$ cat src/rtl/core/ddsm_pkg.sv
// Shared types and constants of the differential drive speed mixer.
// No dependencies; every other file of the block uses this package.
package ddsm_pkg;

  localparam int ERR_W   = 13;
  localparam int CORR_W  = 16;
  localparam int SPEED_W = 9;
  localparam int CFG_W   = 16;
  localparam int CFG_IDX_W = 2;

  // Quotient of the Q1.16 magnitude, and the pipelined divider layout.
  localparam int Q_BITS         = 16;
  localparam int DIV_STAGES     = 8;
  localparam int DIV_STEP_BITS  = Q_BITS / DIV_STAGES;

  // floor(e * 1024 / 125) == (e * TAPER_RECIP) >> TAPER_SHIFT for e below 4096.
  localparam logic [23:0] TAPER_RECIP = 24'd8589935;
  localparam int          TAPER_SHIFT = 20;
  localparam logic [16:0] TAPER_BASE  = 17'd73728;
  localparam logic [16:0] Q_ONE       = 17'd65536;

  localparam logic signed [ERR_W-1:0] TAPER_START = 13'sd1000;
  localparam logic signed [ERR_W-1:0] TAPER_NEG   = -13'sd1000;
  localparam logic signed [9:0]       INNER_FLOOR = 10'sd20;
  localparam logic signed [9:0]       SPEED_CEIL  = 10'sd255;

  localparam logic [CFG_IDX_W-1:0] CFG_PID_LOW   = 2'd0;
  localparam logic [CFG_IDX_W-1:0] CFG_PID_HIGH  = 2'd1;
  localparam logic [CFG_IDX_W-1:0] CFG_MAX_SPEED = 2'd2;
  localparam logic [CFG_IDX_W-1:0] CFG_MIN_SPEED = 2'd3;

  // Word carried from the front stage through the divider stages.
  typedef struct packed {
    logic        right;
    logic        sat;
    logic        taper;
    logic        inner_clamp;
    logic [7:0]  mx;
    logic [7:0]  mn;
    logic [35:0] cprod;
    logic [15:0] ad;
    logic [15:0] rem;
    logic [Q_BITS-1:0] q;
  } pipe_t;

endpackage

$ cat src/rtl/core/ddsm_if.sv
// Valid/ready channel interfaces of the speed mixer: sensor input and speed output.
// Depends on ddsm_pkg for the field widths.
interface ddsm_in_if;
  logic valid;
  logic ready;
  logic signed [ddsm_pkg::ERR_W-1:0]  line_error;
  logic signed [ddsm_pkg::CORR_W-1:0] correction;

  modport source (output valid, output line_error, output correction, input ready);
  modport sink   (input valid, input line_error, input correction, output ready);
endinterface

interface ddsm_out_if;
  logic valid;
  logic ready;
  logic signed [ddsm_pkg::SPEED_W-1:0] left_speed;
  logic signed [ddsm_pkg::SPEED_W-1:0] right_speed;

  modport source (output valid, output left_speed, output right_speed, input ready);
  modport sink   (input valid, input left_speed, input right_speed, output ready);
endinterface

$ cat src/rtl/core/ddsm_front.sv
// Front stage: range mapping operands, saturation test and taper product.
// Depends on ddsm_pkg.
module ddsm_front (
  input  logic                                clk,
  input  logic                                rst_n,
  input  logic                                up_valid,
  output logic                                up_ready,
  input  logic signed [ddsm_pkg::ERR_W-1:0]   line_error,
  input  logic signed [ddsm_pkg::CORR_W-1:0]  correction,
  input  logic signed [15:0]                  pid_low,
  input  logic signed [15:0]                  pid_high,
  input  logic [7:0]                          max_speed,
  input  logic [7:0]                          min_speed,
  output logic                                dn_valid,
  input  logic                                dn_ready,
  output ddsm_pkg::pipe_t                     dn_data
);
  import ddsm_pkg::*;

  logic         valid_r;
  pipe_t        data_r;
  pipe_t        data_nxt;
  logic [18:0]  num;
  logic [18:0]  an;
  logic [16:0]  den;
  logic [16:0]  ad_full;

  assign up_ready = !valid_r || dn_ready;

  always_comb begin
    num = {{2{correction[15]}}, correction, 1'b0}
        - {{3{pid_low[15]}}, pid_low}
        - {{3{pid_high[15]}}, pid_high};
    an  = num[18] ? 19'(-num) : num;
    den = {pid_high[15], pid_high} - {pid_low[15], pid_low};
    ad_full = den[16] ? 17'(-den) : den;

    data_nxt.right = !correction[15];
    data_nxt.ad    = ad_full[15:0];
    // An empty range and a correction outside the range both give full turn.
    data_nxt.sat   = (ad_full[15:0] == 16'd0) || (an[17:0] >= {2'b00, ad_full[15:0]});
    data_nxt.rem   = an[15:0];
    data_nxt.q     = '0;
    data_nxt.taper = (line_error >= TAPER_START);
    data_nxt.inner_clamp = (line_error > TAPER_NEG) && (line_error < TAPER_START);
    data_nxt.mx    = max_speed;
    data_nxt.mn    = min_speed;
    data_nxt.cprod = 36'(line_error[11:0]) * 36'(TAPER_RECIP);
  end

  always_ff @(posedge clk) begin
    if (!rst_n) begin
      valid_r <= 1'b0;
    end else if (up_ready) begin
      valid_r <= up_valid;
    end
  end

  always_ff @(posedge clk) begin
    if (up_ready && up_valid) begin
      data_r <= data_nxt;
    end
  end

  assign dn_valid = valid_r;
  assign dn_data  = data_r;

endmodule

$ cat src/rtl/core/ddsm_divider.sv
// Pipelined restoring divider: Q1.16 magnitude quotient, two bits per stage.
// Depends on ddsm_pkg.
module ddsm_divider (
  input  logic             clk,
  input  logic             rst_n,
  input  logic             up_valid,
  output logic             up_ready,
  input  ddsm_pkg::pipe_t  up_data,
  output logic             dn_valid,
  input  logic             dn_ready,
  output ddsm_pkg::pipe_t  dn_data
);
  import ddsm_pkg::*;

  logic  [DIV_STAGES-1:0] valid_r;
  logic  [DIV_STAGES-1:0] rdy;
  pipe_t                  stage_r   [DIV_STAGES];
  pipe_t                  stage_nxt [DIV_STAGES];

  // One remainder doubling with a trial subtract per quotient bit.
  function automatic pipe_t div_steps(input pipe_t p);
    pipe_t       o;
    logic [16:0] t;
    o = p;
    for (int i = 0; i < DIV_STEP_BITS; i++) begin
      t = {o.rem, 1'b0};
      if (t >= {1'b0, o.ad}) begin
        o.rem = 16'(t - {1'b0, o.ad});
        o.q   = {o.q[Q_BITS-2:0], 1'b1};
      end else begin
        o.rem = t[15:0];
        o.q   = {o.q[Q_BITS-2:0], 1'b0};
      end
    end
    return o;
  endfunction

  always_comb begin
    for (int k = DIV_STAGES - 1; k >= 0; k--) begin
      if (k == DIV_STAGES - 1) begin
        rdy[k] = !valid_r[k] || dn_ready;
      end else begin
        rdy[k] = !valid_r[k] || rdy[k+1];
      end
    end
    for (int k = 0; k < DIV_STAGES; k++) begin
      if (k == 0) begin
        stage_nxt[k] = div_steps(up_data);
      end else begin
        stage_nxt[k] = div_steps(stage_r[k-1]);
      end
    end
  end

  always_ff @(posedge clk) begin
    if (!rst_n) begin
      valid_r <= '0;
    end else begin
      for (int k = 0; k < DIV_STAGES; k++) begin
        if (rdy[k]) begin
          valid_r[k] <= (k == 0) ? up_valid : valid_r[k-1];
        end
      end
    end
  end

  always_ff @(posedge clk) begin
    for (int k = 0; k < DIV_STAGES; k++) begin
      if (rdy[k] && ((k == 0) ? up_valid : valid_r[k-1])) begin
        stage_r[k] <= stage_nxt[k];
      end
    end
  end

  assign up_ready = rdy[0];
  assign dn_valid = valid_r[DIV_STAGES-1];
  assign dn_data  = stage_r[DIV_STAGES-1];

endmodule

$ cat src/rtl/core/ddsm_back.sv
// Back stages: inner speed, taper scaling, clamping and side selection.
// Depends on ddsm_pkg; its last stage is the output register.
module ddsm_back (
  input  logic                                 clk,
  input  logic                                 rst_n,
  input  logic                                 up_valid,
  output logic                                 up_ready,
  input  ddsm_pkg::pipe_t                      up_data,
  output logic                                 dn_valid,
  input  logic                                 dn_ready,
  output logic signed [ddsm_pkg::SPEED_W-1:0]  left_speed,
  output logic signed [ddsm_pkg::SPEED_W-1:0]  right_speed
);
  import ddsm_pkg::*;

  typedef struct packed {
    logic               right;
    logic               inner_clamp;
    logic [7:0]         mx;
    logic [7:0]         mn;
    logic signed [27:0] prod;
    logic [16:0]        c;
  } ba_t;

  typedef struct packed {
    logic               right;
    logic               inner_clamp;
    logic [7:0]         mn;
    logic signed [27:0] ip;
    logic [24:0]        op;
  } bb_t;

  logic  va_r, vb_r, vc_r;
  logic  rdy_a, rdy_b, rdy_c;
  ba_t   a_r, a_nxt;
  bb_t   b_r, b_nxt;
  logic signed [SPEED_W-1:0] left_r, left_nxt;
  logic signed [SPEED_W-1:0] right_r, right_nxt;

  logic [16:0]        m;
  logic signed [18:0] d;
  logic [15:0]        cq;
  logic signed [27:0] prod_rnd;
  logic signed [9:0]  inner0;
  logic signed [27:0] ip_rnd;
  logic signed [9:0]  inner;
  logic signed [9:0]  outer;

  assign rdy_c = !vc_r || dn_ready;
  assign rdy_b = !vb_r || rdy_c;
  assign rdy_a = !va_r || rdy_b;
  assign up_ready = rdy_a;

  // Stage A: speed scale factor 1 - 2m and the taper coefficient.
  always_comb begin
    m  = up_data.sat ? Q_ONE : {1'b0, up_data.q};
    d  = $signed({2'b00, Q_ONE}) - $signed({1'b0, m, 1'b0});
    cq = up_data.cprod[TAPER_SHIFT +: 16];
    a_nxt.right       = up_data.right;
    a_nxt.inner_clamp = up_data.inner_clamp;
    a_nxt.mx          = up_data.mx;
    a_nxt.mn          = up_data.mn;
    a_nxt.prod        = $signed({1'b0, up_data.mx}) * d;
    a_nxt.c           = up_data.taper ? 17'(TAPER_BASE - {1'b0, cq}) : Q_ONE;
  end

  // Stage B: truncate the inner speed toward zero, then apply the taper.
  always_comb begin
    prod_rnd = a_r.prod + (a_r.prod[27] ? 28'sd65535 : 28'sd0);
    inner0   = prod_rnd[25:16];
    b_nxt.right       = a_r.right;
    b_nxt.inner_clamp = a_r.inner_clamp;
    b_nxt.mn          = a_r.mn;
    b_nxt.ip          = $signed({{18{inner0[9]}}, inner0}) * $signed({11'd0, a_r.c});
    b_nxt.op          = a_r.mx * a_r.c;
  end

  // Stage C: truncate, clamp and pick which motor is the inner one.
  always_comb begin
    ip_rnd = b_r.ip + (b_r.ip[27] ? 28'sd65535 : 28'sd0);
    inner  = ip_rnd[25:16];
    outer  = $signed({1'b0, b_r.op[24:16]});
    if (outer < $signed({2'b00, b_r.mn})) begin
      outer = $signed({2'b00, b_r.mn});
    end else if (outer > SPEED_CEIL) begin
      outer = SPEED_CEIL;
    end
    if (b_r.inner_clamp) begin
      if (inner < INNER_FLOOR) begin
        inner = INNER_FLOOR;
      end else if (inner > SPEED_CEIL) begin
        inner = SPEED_CEIL;
      end
    end
    left_nxt  = b_r.right ? outer[8:0] : inner[8:0];
    right_nxt = b_r.right ? inner[8:0] : outer[8:0];
  end

  always_ff @(posedge clk) begin
    if (!rst_n) begin
      va_r <= 1'b0;
      vb_r <= 1'b0;
      vc_r <= 1'b0;
    end else begin
      if (rdy_a) begin
        va_r <= up_valid;
      end
      if (rdy_b) begin
        vb_r <= va_r;
      end
      if (rdy_c) begin
        vc_r <= vb_r;
      end
    end
  end

  always_ff @(posedge clk) begin
    if (rdy_a && up_valid) begin
      a_r <= a_nxt;
    end
    if (rdy_b && va_r) begin
      b_r <= b_nxt;
    end
    if (rdy_c && vb_r) begin
      left_r  <= left_nxt;
      right_r <= right_nxt;
    end
  end

  assign dn_valid    = vc_r;
  assign left_speed  = left_r;
  assign right_speed = right_r;

endmodule

$ cat src/rtl/core/differential_drive_speed_mixer.sv
// Top level of the differential drive speed mixer: configuration registers and pipeline.
// Depends on ddsm_pkg, ddsm_if, ddsm_front, ddsm_divider and ddsm_back.

// The mixer takes one word (line error and steering correction) per clock cycle
// while no stalled output holds the pipeline, and returns one word of signed left
// and right motor speeds for each, in order. The result word passes through twelve
// register stages: one front stage, eight divider stages that resolve two quotient
// bits each of the Q1.16 turn magnitude, and three stages for the inner speed, the
// taper product and the clamps. Every stage holds its word while the next one is
// full and cannot pass its word on, so empty stages keep accepting while a result
// waits at the output. Registers pid_low, pid_high, max_speed and min_speed
// (indexes 0 to 3) are to be written through the cfg port by the user only while
// the pipeline is empty; the block does not enforce this. There is no clearing pass after reset.
module differential_drive_speed_mixer (
  input  logic                               clk,
  input  logic                               rst_n,
  ddsm_in_if.sink                            in_ch,
  ddsm_out_if.source                         out_ch,
  input  logic                               cfg_we,
  input  logic [ddsm_pkg::CFG_IDX_W-1:0]     cfg_index,
  input  logic [ddsm_pkg::CFG_W-1:0]         cfg_wdata
);
  import ddsm_pkg::*;

  logic signed [15:0] pid_low_r;
  logic signed [15:0] pid_high_r;
  logic [7:0]         max_speed_r;
  logic [7:0]         min_speed_r;

  logic  fr_valid, fr_ready;
  pipe_t fr_data;
  logic  dv_valid, dv_ready;
  pipe_t dv_data;

  always_ff @(posedge clk) begin
    if (!rst_n) begin
      pid_low_r   <= -16'sd1000;
      pid_high_r  <= 16'sd1000;
      max_speed_r <= 8'd150;
      min_speed_r <= 8'd20;
    end else if (cfg_we) begin
      case (cfg_index)
        CFG_PID_LOW:   pid_low_r   <= $signed(cfg_wdata);
        CFG_PID_HIGH:  pid_high_r  <= $signed(cfg_wdata);
        CFG_MAX_SPEED: max_speed_r <= cfg_wdata[7:0];
        CFG_MIN_SPEED: min_speed_r <= cfg_wdata[7:0];
        default: ;
      endcase
    end
  end

  ddsm_front u_front (
    .clk        (clk),
    .rst_n      (rst_n),
    .up_valid   (in_ch.valid),
    .up_ready   (in_ch.ready),
    .line_error (in_ch.line_error),
    .correction (in_ch.correction),
    .pid_low    (pid_low_r),
    .pid_high   (pid_high_r),
    .max_speed  (max_speed_r),
    .min_speed  (min_speed_r),
    .dn_valid   (fr_valid),
    .dn_ready   (fr_ready),
    .dn_data    (fr_data)
  );

  ddsm_divider u_divider (
    .clk      (clk),
    .rst_n    (rst_n),
    .up_valid (fr_valid),
    .up_ready (fr_ready),
    .up_data  (fr_data),
    .dn_valid (dv_valid),
    .dn_ready (dv_ready),
    .dn_data  (dv_data)
  );

  ddsm_back u_back (
    .clk         (clk),
    .rst_n       (rst_n),
    .up_valid    (dv_valid),
    .up_ready    (dv_ready),
    .up_data     (dv_data),
    .dn_valid    (out_ch.valid),
    .dn_ready    (out_ch.ready),
    .left_speed  (out_ch.left_speed),
    .right_speed (out_ch.right_speed)
  );

  // With the output stage free, every stage can move, so the input must be open.
  a_ready_when_out_empty: assert property (@(posedge clk) disable iff (!rst_n)
    !out_ch.valid |-> in_ch.ready)
    else $error("input blocked while the output stage is empty");

  a_ready_when_out_taken: assert property (@(posedge clk) disable iff (!rst_n)
    out_ch.ready |-> in_ch.ready)
    else $error("input blocked while the output word is being taken");

  a_no_word_after_reset: assert property (@(posedge clk)
    $past(!rst_n) |-> !out_ch.valid)
    else $error("output word present right after reset");

  a_speed_range: assert property (@(posedge clk) disable iff (!rst_n)
    out_ch.valid |-> (out_ch.left_speed != 9'h100) && (out_ch.right_speed != 9'h100))
    else $error("speed word outside -255..255");

endmodule
$ cat src/flat_wrapper.sv
// flat-port wrapper written by rule: the top's interface ports become plain ports
module differential_drive_speed_mixer_flat import ddsm_pkg::*;
  (clk, rst_n, cfg_we, cfg_index, cfg_wdata, in_ch_valid, in_ch_line_error, in_ch_correction, in_ch_ready, out_ch_valid, out_ch_left_speed, out_ch_right_speed, out_ch_ready);
  ddsm_in_if in_ch_i ();
  ddsm_out_if out_ch_i ();
  input  logic clk;
  input  logic rst_n;
  input  logic cfg_we;
  input  logic [ddsm_pkg::CFG_IDX_W-1:0] cfg_index;
  input  logic [ddsm_pkg::CFG_W-1:0] cfg_wdata;
  input wire logic [$bits(in_ch_i.valid)-1:0] in_ch_valid;
  input wire logic [$bits(in_ch_i.line_error)-1:0] in_ch_line_error;
  input wire logic [$bits(in_ch_i.correction)-1:0] in_ch_correction;
  output wire logic [$bits(in_ch_i.ready)-1:0] in_ch_ready;
  output wire logic [$bits(out_ch_i.valid)-1:0] out_ch_valid;
  output wire logic [$bits(out_ch_i.left_speed)-1:0] out_ch_left_speed;
  output wire logic [$bits(out_ch_i.right_speed)-1:0] out_ch_right_speed;
  input wire logic [$bits(out_ch_i.ready)-1:0] out_ch_ready;
  assign in_ch_i.valid = in_ch_valid;
  assign in_ch_i.line_error = in_ch_line_error;
  assign in_ch_i.correction = in_ch_correction;
  assign in_ch_ready = in_ch_i.ready;
  assign out_ch_valid = out_ch_i.valid;
  assign out_ch_left_speed = out_ch_i.left_speed;
  assign out_ch_right_speed = out_ch_i.right_speed;
  assign out_ch_i.ready = out_ch_ready;
  differential_drive_speed_mixer u_core (.clk(clk), .rst_n(rst_n), .in_ch(in_ch_i), .out_ch(out_ch_i), .cfg_we(cfg_we), .cfg_index(cfg_index), .cfg_wdata(cfg_wdata));
endmodule
$ cat config.mk
export PLATFORM = sky130hd
export DESIGN_NAME = differential_drive_speed_mixer_flat
export DESIGN_NICKNAME = d
export VERILOG_FILES = /design/src/rtl/core/ddsm_pkg.sv /design/src/rtl/core/ddsm_if.sv /design/src/rtl/core/ddsm_front.sv /design/src/rtl/core/ddsm_divider.sv /design/src/rtl/core/ddsm_back.sv /design/src/rtl/core/differential_drive_speed_mixer.sv /design/src/flat_wrapper.sv
export SDC_FILE = /design/constraint.sdc
export NUM_CORES = 2
export LEC_CHECK = 0
export BUFFER_PORTS_ARGS = -buffer_cell sky130_fd_sc_hd__buf_4
export CORE_UTILIZATION = 60
export CTS_CLUSTER_SIZE = 20
export DETAILED_ROUTE_END_ITERATION = 8
export PLACE_DENSITY_LB_ADDON = 0.15
export SETUP_SLACK_MARGIN = 0.3
export SYNTH_ARGS = -nofsm -noshare
export SYNTH_HDL_FRONTEND = slang
export SYNTH_SLANG_ARGS = --single-unit
$ cat constraint.sdc
create_clock -name clk -period 10.5 [get_ports clk]
set_input_delay 1.05 -clock clk [delete_from_list [all_inputs] [get_ports clk]]
set_output_delay 1.05 -clock clk [all_outputs]
set_load 0.01 [all_outputs]
== Word level (Yosys, flattened, before mapping) ==
Memory sizes are Yosys's and may differ from the RTL's.
Index checks and enable logic that the tools add are counted.

* Register bits after elaboration: 292
* RAM bits: 832
* Input port bits: 52
* Output and inout bits: 20
* Word-level logic and storage cells: 184
* Memories kept: 1

* Add/sub/neg operators: 25
* $mul: 4
* Magnitude comparators: 24
* Eq/ne operators: 3
* Mux-type cells: 44
* Reductions and logical operators: 45

{| class="wikitable"
|+ Memories
! memory !! words !! bits a word !! read ports !! clocked after Yosys merged registers in !! wr ports !! line !! RTL
|-
| u_core.u_divider.stage_r || 8 || 104 || 8 || 0 || 8 || ddsm_divider.sv:17 || <nowiki>pipe_t stage_r [DIV_STAGES];</nowiki>
|}

{| class="wikitable"
|+ Operators by type and width
! kind !! count
|-
| two-way mux 32 bit || 16
|-
| greater-or-equal comparator 17 x 16 -> 1 bit || 16
|-
| subtractor 16 bit || 16
|-
| two-way mux 9 bit || 7
|-
| adder 26 x 17 -> 26 bit || 2
|-
| two-way mux 16 bit || 3
|-
| multiplier 12 x 24 -> 36 bit (second input constant) || 1
|-
| multiplier 10 x 18 -> 28 bit || 1
|-
| multiplier 9 x 19 -> 28 bit || 1
|-
| multiplier 8 x 17 -> 25 bit || 1
|-
| subtractor 17 x 18 -> 19 bit (first input constant) || 1
|-
| subtractor 18 x 16 -> 19 bit || 1
|-
| greater-or-equal comparator 18 x 16 -> 1 bit || 1
|-
| two-way mux 18 bit || 1
|-
| negation 18 bit || 1
|-
| subtractor 17 x 16 -> 18 bit || 1
|-
| two-way mux 17 bit || 1
|-
| subtractor 16 x 16 -> 17 bit || 1
|-
| subtractor 17 x 16 -> 17 bit (first input constant) || 1
|-
| logical NOT 16 bit || 1
|-
| two-way mux 1 bit || 16
|-
| negation 16 bit || 1
|-
| greater-or-equal comparator 13 x 11 -> 1 bit (second input constant) || 1
|-
| > comparator 13 x 11 -> 1 bit (second input constant) || 1
|-
| other kinds (12) || 52
|}

== Logic depth before layout (Yosys ltp) ==
* Word-level depth: 15
* Gate-level depth with buffers: 33
* Gate-level depth less buffers: 32

== Hierarchy ==
Synthesis repeated with hierarchy kept, for this count alone.

* Cells, all modules: 6346
* Area total of the unflattened synthesis: 72188.0 um^2

{| class="wikitable"
|+ Modules (own cells, without submodules)
! module !! times used !! cells each !! area an instance (um^2) !! seq. area each (um^2)
|-
| ddsm_divider || 1 || 2951 || 38806.0 || 23462.5
|-
| ddsm_back || 1 || 2091 || 20365.8 || 3813.7
|-
| ddsm_front || 1 || 1108 || 11043.1 || 2662.6
|-
| differential_drive_speed_mixer || 1 || 196 || 1973.1 || 960.9
|}

== Least setup slack after synthesis ==
OpenSTA, ideal clock, no wires.

* Path type: input to register
* Start: input port out_ch_ready
* End: memory u_core.u_divider.stage_r[1][208] (netlist bit), enable pin
* Setup time: 648 ps
* Data arrival time: 7454 ps
* Slack: 2398 ps
* Stages on the path: 4
* Path buffers: 0
* Cells stage by stage: nor2b_1 -> and3_1 -> and2_1 -> a21boi_0

{| class="wikitable"
|+ RTL lines
! item !! line !! RTL
|-
| start: declaration || flat_wrapper.sv:18 || <nowiki>input wire logic [$bits(out_ch_i.ready)-1:0] out_ch_ready;</nowiki>
|-
| end: declaration || ddsm_divider.sv:17 ||
|}

==> results_dict.tcl <==
set metrics [dict create \
    synth_top_cells_by_area "sky130_fd_sc_hd__edfxtp_1 (37%), sky130_fd_sc_hd__fa_1 (13%), sky130_fd_sc_hd__ha_1 (13%)" \
    rsz0062_at_grt "no" \
    postLayoutCellArea_mm2 0.0682 \
    wl_um 126000 \
    final-seq-area_mm2 0.0245 \
    clkTransAtPathRegs_ns 0.06 \
    end_kind "flop" \
    drt_first_pass_iters 6 \
    mapped_cell_area_mm2 0.0630 \
    finish.cell_count_without_fillers 7276 \
    yosysTopAreaCellShare 0.370 \
    hold_path_class "flop to flop" \
    synth.avg_cell_area_um2 11.0 \
    syn-num-nets 6832 \
    drive_gt1_frac 0.0867 \
    most-common-layout-cells "sky130_fd_sc_hd__edfxtp_1 (776), sky130_fd_sc_hd__inv_1 (775), sky130_fd_sc_hd__ha_1 (643), sky130_fd_sc_hd__nand2_1 (448), sky130_fd_sc_hd__fa_1 (412)" \
    drt_drc_violations_left 0 \
    globalRoute.totalOverflow 0 \
    grt_antenna_before_repair 0 \
    pwr-share-comb 0.374 \
    final.fill_count 8110 \
    die_area_mm2 0.106 \
    num_vias 41100 \
    worst_skew_pair.late_latency_ns 0.69 \
    floorplan.io_pins 72 \
    initial_utilization 0.607 \
    asyncSetResetFlopFracSynth 0 \
    maxCapViolations 0 \
    port-buffer-count 71 \
    layout_min_cycle_time_ns 8.63 \
    worst_slew_margin_rel 0.289 \
    grt_pass1_wl_um 206000 \
    timing.setup.tns_ns 0 \
    worst_path_largest_cell_delay_ns 0.63 \
    power.share.switching 0.322 \
    yosysSeqAreaShare 0.389 \
    htree_num_levels 3 \
    worst_path_most_repeated_cell "sky130_fd_sc_hd__fa_1" \
    gr-usage-all-layers 0.238 \
    drtIter0Drc 2356 \
    total_switching_power_uw 3700 \
    post_drt_wl_per_cell_um 17.2 \
    dp_hpwl_um 97900 \
    synthToLayoutAreaGrowth_pct 8.25 \
    status "complete, no violations" \
    chipHeight_um 326 \
    clock_tree.buffer_depth 3 \
    worst-endpoint-required_ns 10.93 \
    syn-instance-count 5725 \
    post_detailed_placement_cell_area_mm2 0.0653 \
    fin_total_pwr_uw 11500 \
    design.final.nets 6932 \
    dp_cells 7115 \
    postCtsSetupBuffers 0 \
    multi_input_gate_area_mm2 0.0353 \
    seq_power_share 0.356 \
    power_density_mw_per_mm2 168 \
    ys_warn_count 0 \
    yosys_most_used_dff "sky130_fd_sc_hd__edfxtp_1" \
    cts_made_buffers 88 \
    synth_area_leader_cell "sky130_fd_sc_hd__edfxtp_1" \
    yosys.cell_types.count 95 \
    worst_clock_skew_ns 0.0479 \
    cts_repair_resize_count 0 \
    drt-vias-per-instance 5.65 \
    tritoncts "yes" \
    ir_drop_v 0.000201 \
    cts_hold_buffers 0 \
    start_kind "flop" \
    power_report.internal_total_uw 7790 \
    ys_ff_latch 836 \
    period_share 0.822 \
    path_class "flop to flop" \
    final_common_cell "sky130_fd_sc_hd__edfxtp_1" \
    synth_enable_flop_cells 776 \
    grt_max_degree 73 \
    setup_viol 0 \
    cts_root_buf "sky130_fd_sc_hd__clkbuf_16" \
    worstMarginPinSlew_ns 1.06 \
    cellLeakagePower_uw 0.0293 \
    drt.antenna.violating_nets 0 \
    cp.arrival_ns 9.05 \
    core_area_mm2 0.104 \
    std_cell_rows 118 \
    critPathMaxFanout 19 \
    hold_viol_final 0 \
    clk_network_pwr_share 0.270 \
    place_congestion 0.939 \
    crit_path_top_delay_cell "sky130_fd_sc_hd__edfxtp_1" \
    max_freq_mhz 116 \
    first_global_vias 41200 \
    timing_max_transition_violations_final 0 \
    die-width_um 326 \
    clock_sinks 836 \
]
cells by family (layout without fill, tap and decap cells):
logic type      after synthesis  after routing  share of synthesized area
mux                         215            215                     0.0381
simple gates               1491           1491                      0.118
other cells                   0              1                          0
xor+xnor                    332            332                     0.0463
fa+ha+maj                  1055           1055                      0.259
flops                       836            836                      0.389
buf+inv                     880           1050                     0.0529
compound gates              916            916                     0.0978
critical path, delay by kind of cell (launching register included):
family,cells,cell delay (ns)
fa+ha+maj,7,3.23
compound gates,14,2.51
simple gates,4,1.39
flops,1,0.63
buf+inv,4,0.35
xor+xnor,2,0.25
power groups by stage:
| stage | clock network, uW | logic (uW) | registers, uW |
|---|---|---|---|
| after global routing | 3300 | 4780 | 4100 |
| final | 3100 | 4300 | 4090 |
| after CTS | 3190 | 4280 | 4090 |
| after detailed placement | 0 | 4230 | 4160 |
| after floorplan | 0 | 3390 | 4110 |
| after global placement | 0 | 4170 | 4160 |
state kept, by name, indices dropped and copies added, names as in the netlist:
signal and cells:
u_core.u_back.b_r 46, u_core.u_front.dn_valid 1, u_core.u_divider.valid_r 8, u_core.u_back.left_speed 9, u_core.pid_low_r 16, u_core.min_speed_r 8
u_core.u_divider.stage_r 584, u_core.pid_high_r 16, u_core.u_back.right_speed 9, u_core.u_back.dn_valid 1, u_core.u_back.va_r 1, u_core.u_back.a_r 61
u_core.u_back.vb_r 1, u_core.max_speed_r 8, u_core.u_front.dn_data 67
stage by stage:
| stage | util | hold WS, ns | setup slack, ns |
|---|---|---|---|
| 2_1_floorplan | - | 0.400 | 2.40 |
| 5_1_grt | 0.657 | 0.406 | 1.36 |
| 6_report | 0.657 | 0.397 | 1.87 |
| 3_5_place_dp | 0.629 | 0.405 | 1.92 |
| 4_1_cts | 0.657 | 0.395 | 1.86 |
| 3_3_place_gp | 0.629 | 0.400 | 2.01 |
synth_stat cells (all sizes together) (13+ instances only):
cell type  number
buf            19
dfxtp          60
and2          230
a21o          112
nor4           21
a31o           16
and3           45
nand3          71
nand4          54
nor3           87
nor2b          90
xor2           99
edfxtp        776
ha            643
a211o          14
fa            412
nor2          279
mux2          183
o21ai         166
o211ai         39
a21oi         235
a211oi         25
nand2b         42
or3            40
or2            34
inv           775
o31ai          19
o21bai         38
a21boi         46
clkbuf         85
mux2i          32
nand2         448
xnor2         233
a2111oi        13
a31oi          31
o21a           57
worst paths after layout:
| path | slack (ns) | cells after the start | startpoint | to |
|---|---|---|---|---|
| setup / recovery | 1.87 | 31 | u_core.u_back.a_r[44]$_DFFE_PP_ | u_core.u_back.b_r[49]$_DFFE_PP_ |
| hold / removal | 0.40 | 0 | u_core.u_divider.stage_r[0][172]$_DFFE_PP_ | u_core.u_divider.stage_r[0][276]$_DFFE_PP_ |
| setup reg to reg | 1.87 | 31 | u_core.u_back.a_r[44]$_DFFE_PP_ | u_core.u_back.b_r[49]$_DFFE_PP_ |
| hold reg to reg | 0.40 | 0 | u_core.u_divider.stage_r[0][172]$_DFFE_PP_ | u_core.u_divider.stage_r[0][276]$_DFFE_PP_ |
final cells by class:
| cell class | instances | share of cell area |
|---|---|---|
| Clock inverter | 48 | 0.00891 |
| Tap cell | 1380 | 0.0253 |
| Inverter | 776 | 0.0427 |
| Timing Repair Buffer | 114 | 0.0125 |
| Antenna cell | 1 | 0.0000367 |
| Clock buffer | 112 | 0.0342 |
| Sequential cell | 836 | 0.359 |
| Multi-Input combinational cell | 4009 | 0.517 |
layer usage:
| metal | share of wire | vias to the layer above | GRT usage |
|---|---|---|---|
| li1 | - | 20100 | - |
| met1 | 0.44 | 20100 | 0.315 |
| met2 | 0.50 | 748 | 0.411 |
| met3 | 0.036 | 192 | 0.0264 |
| met4 | 0.024 | 0 | 0.0738 |
| met5 | 0 | - | 0 |
Power figures use the tool's default switching activity.
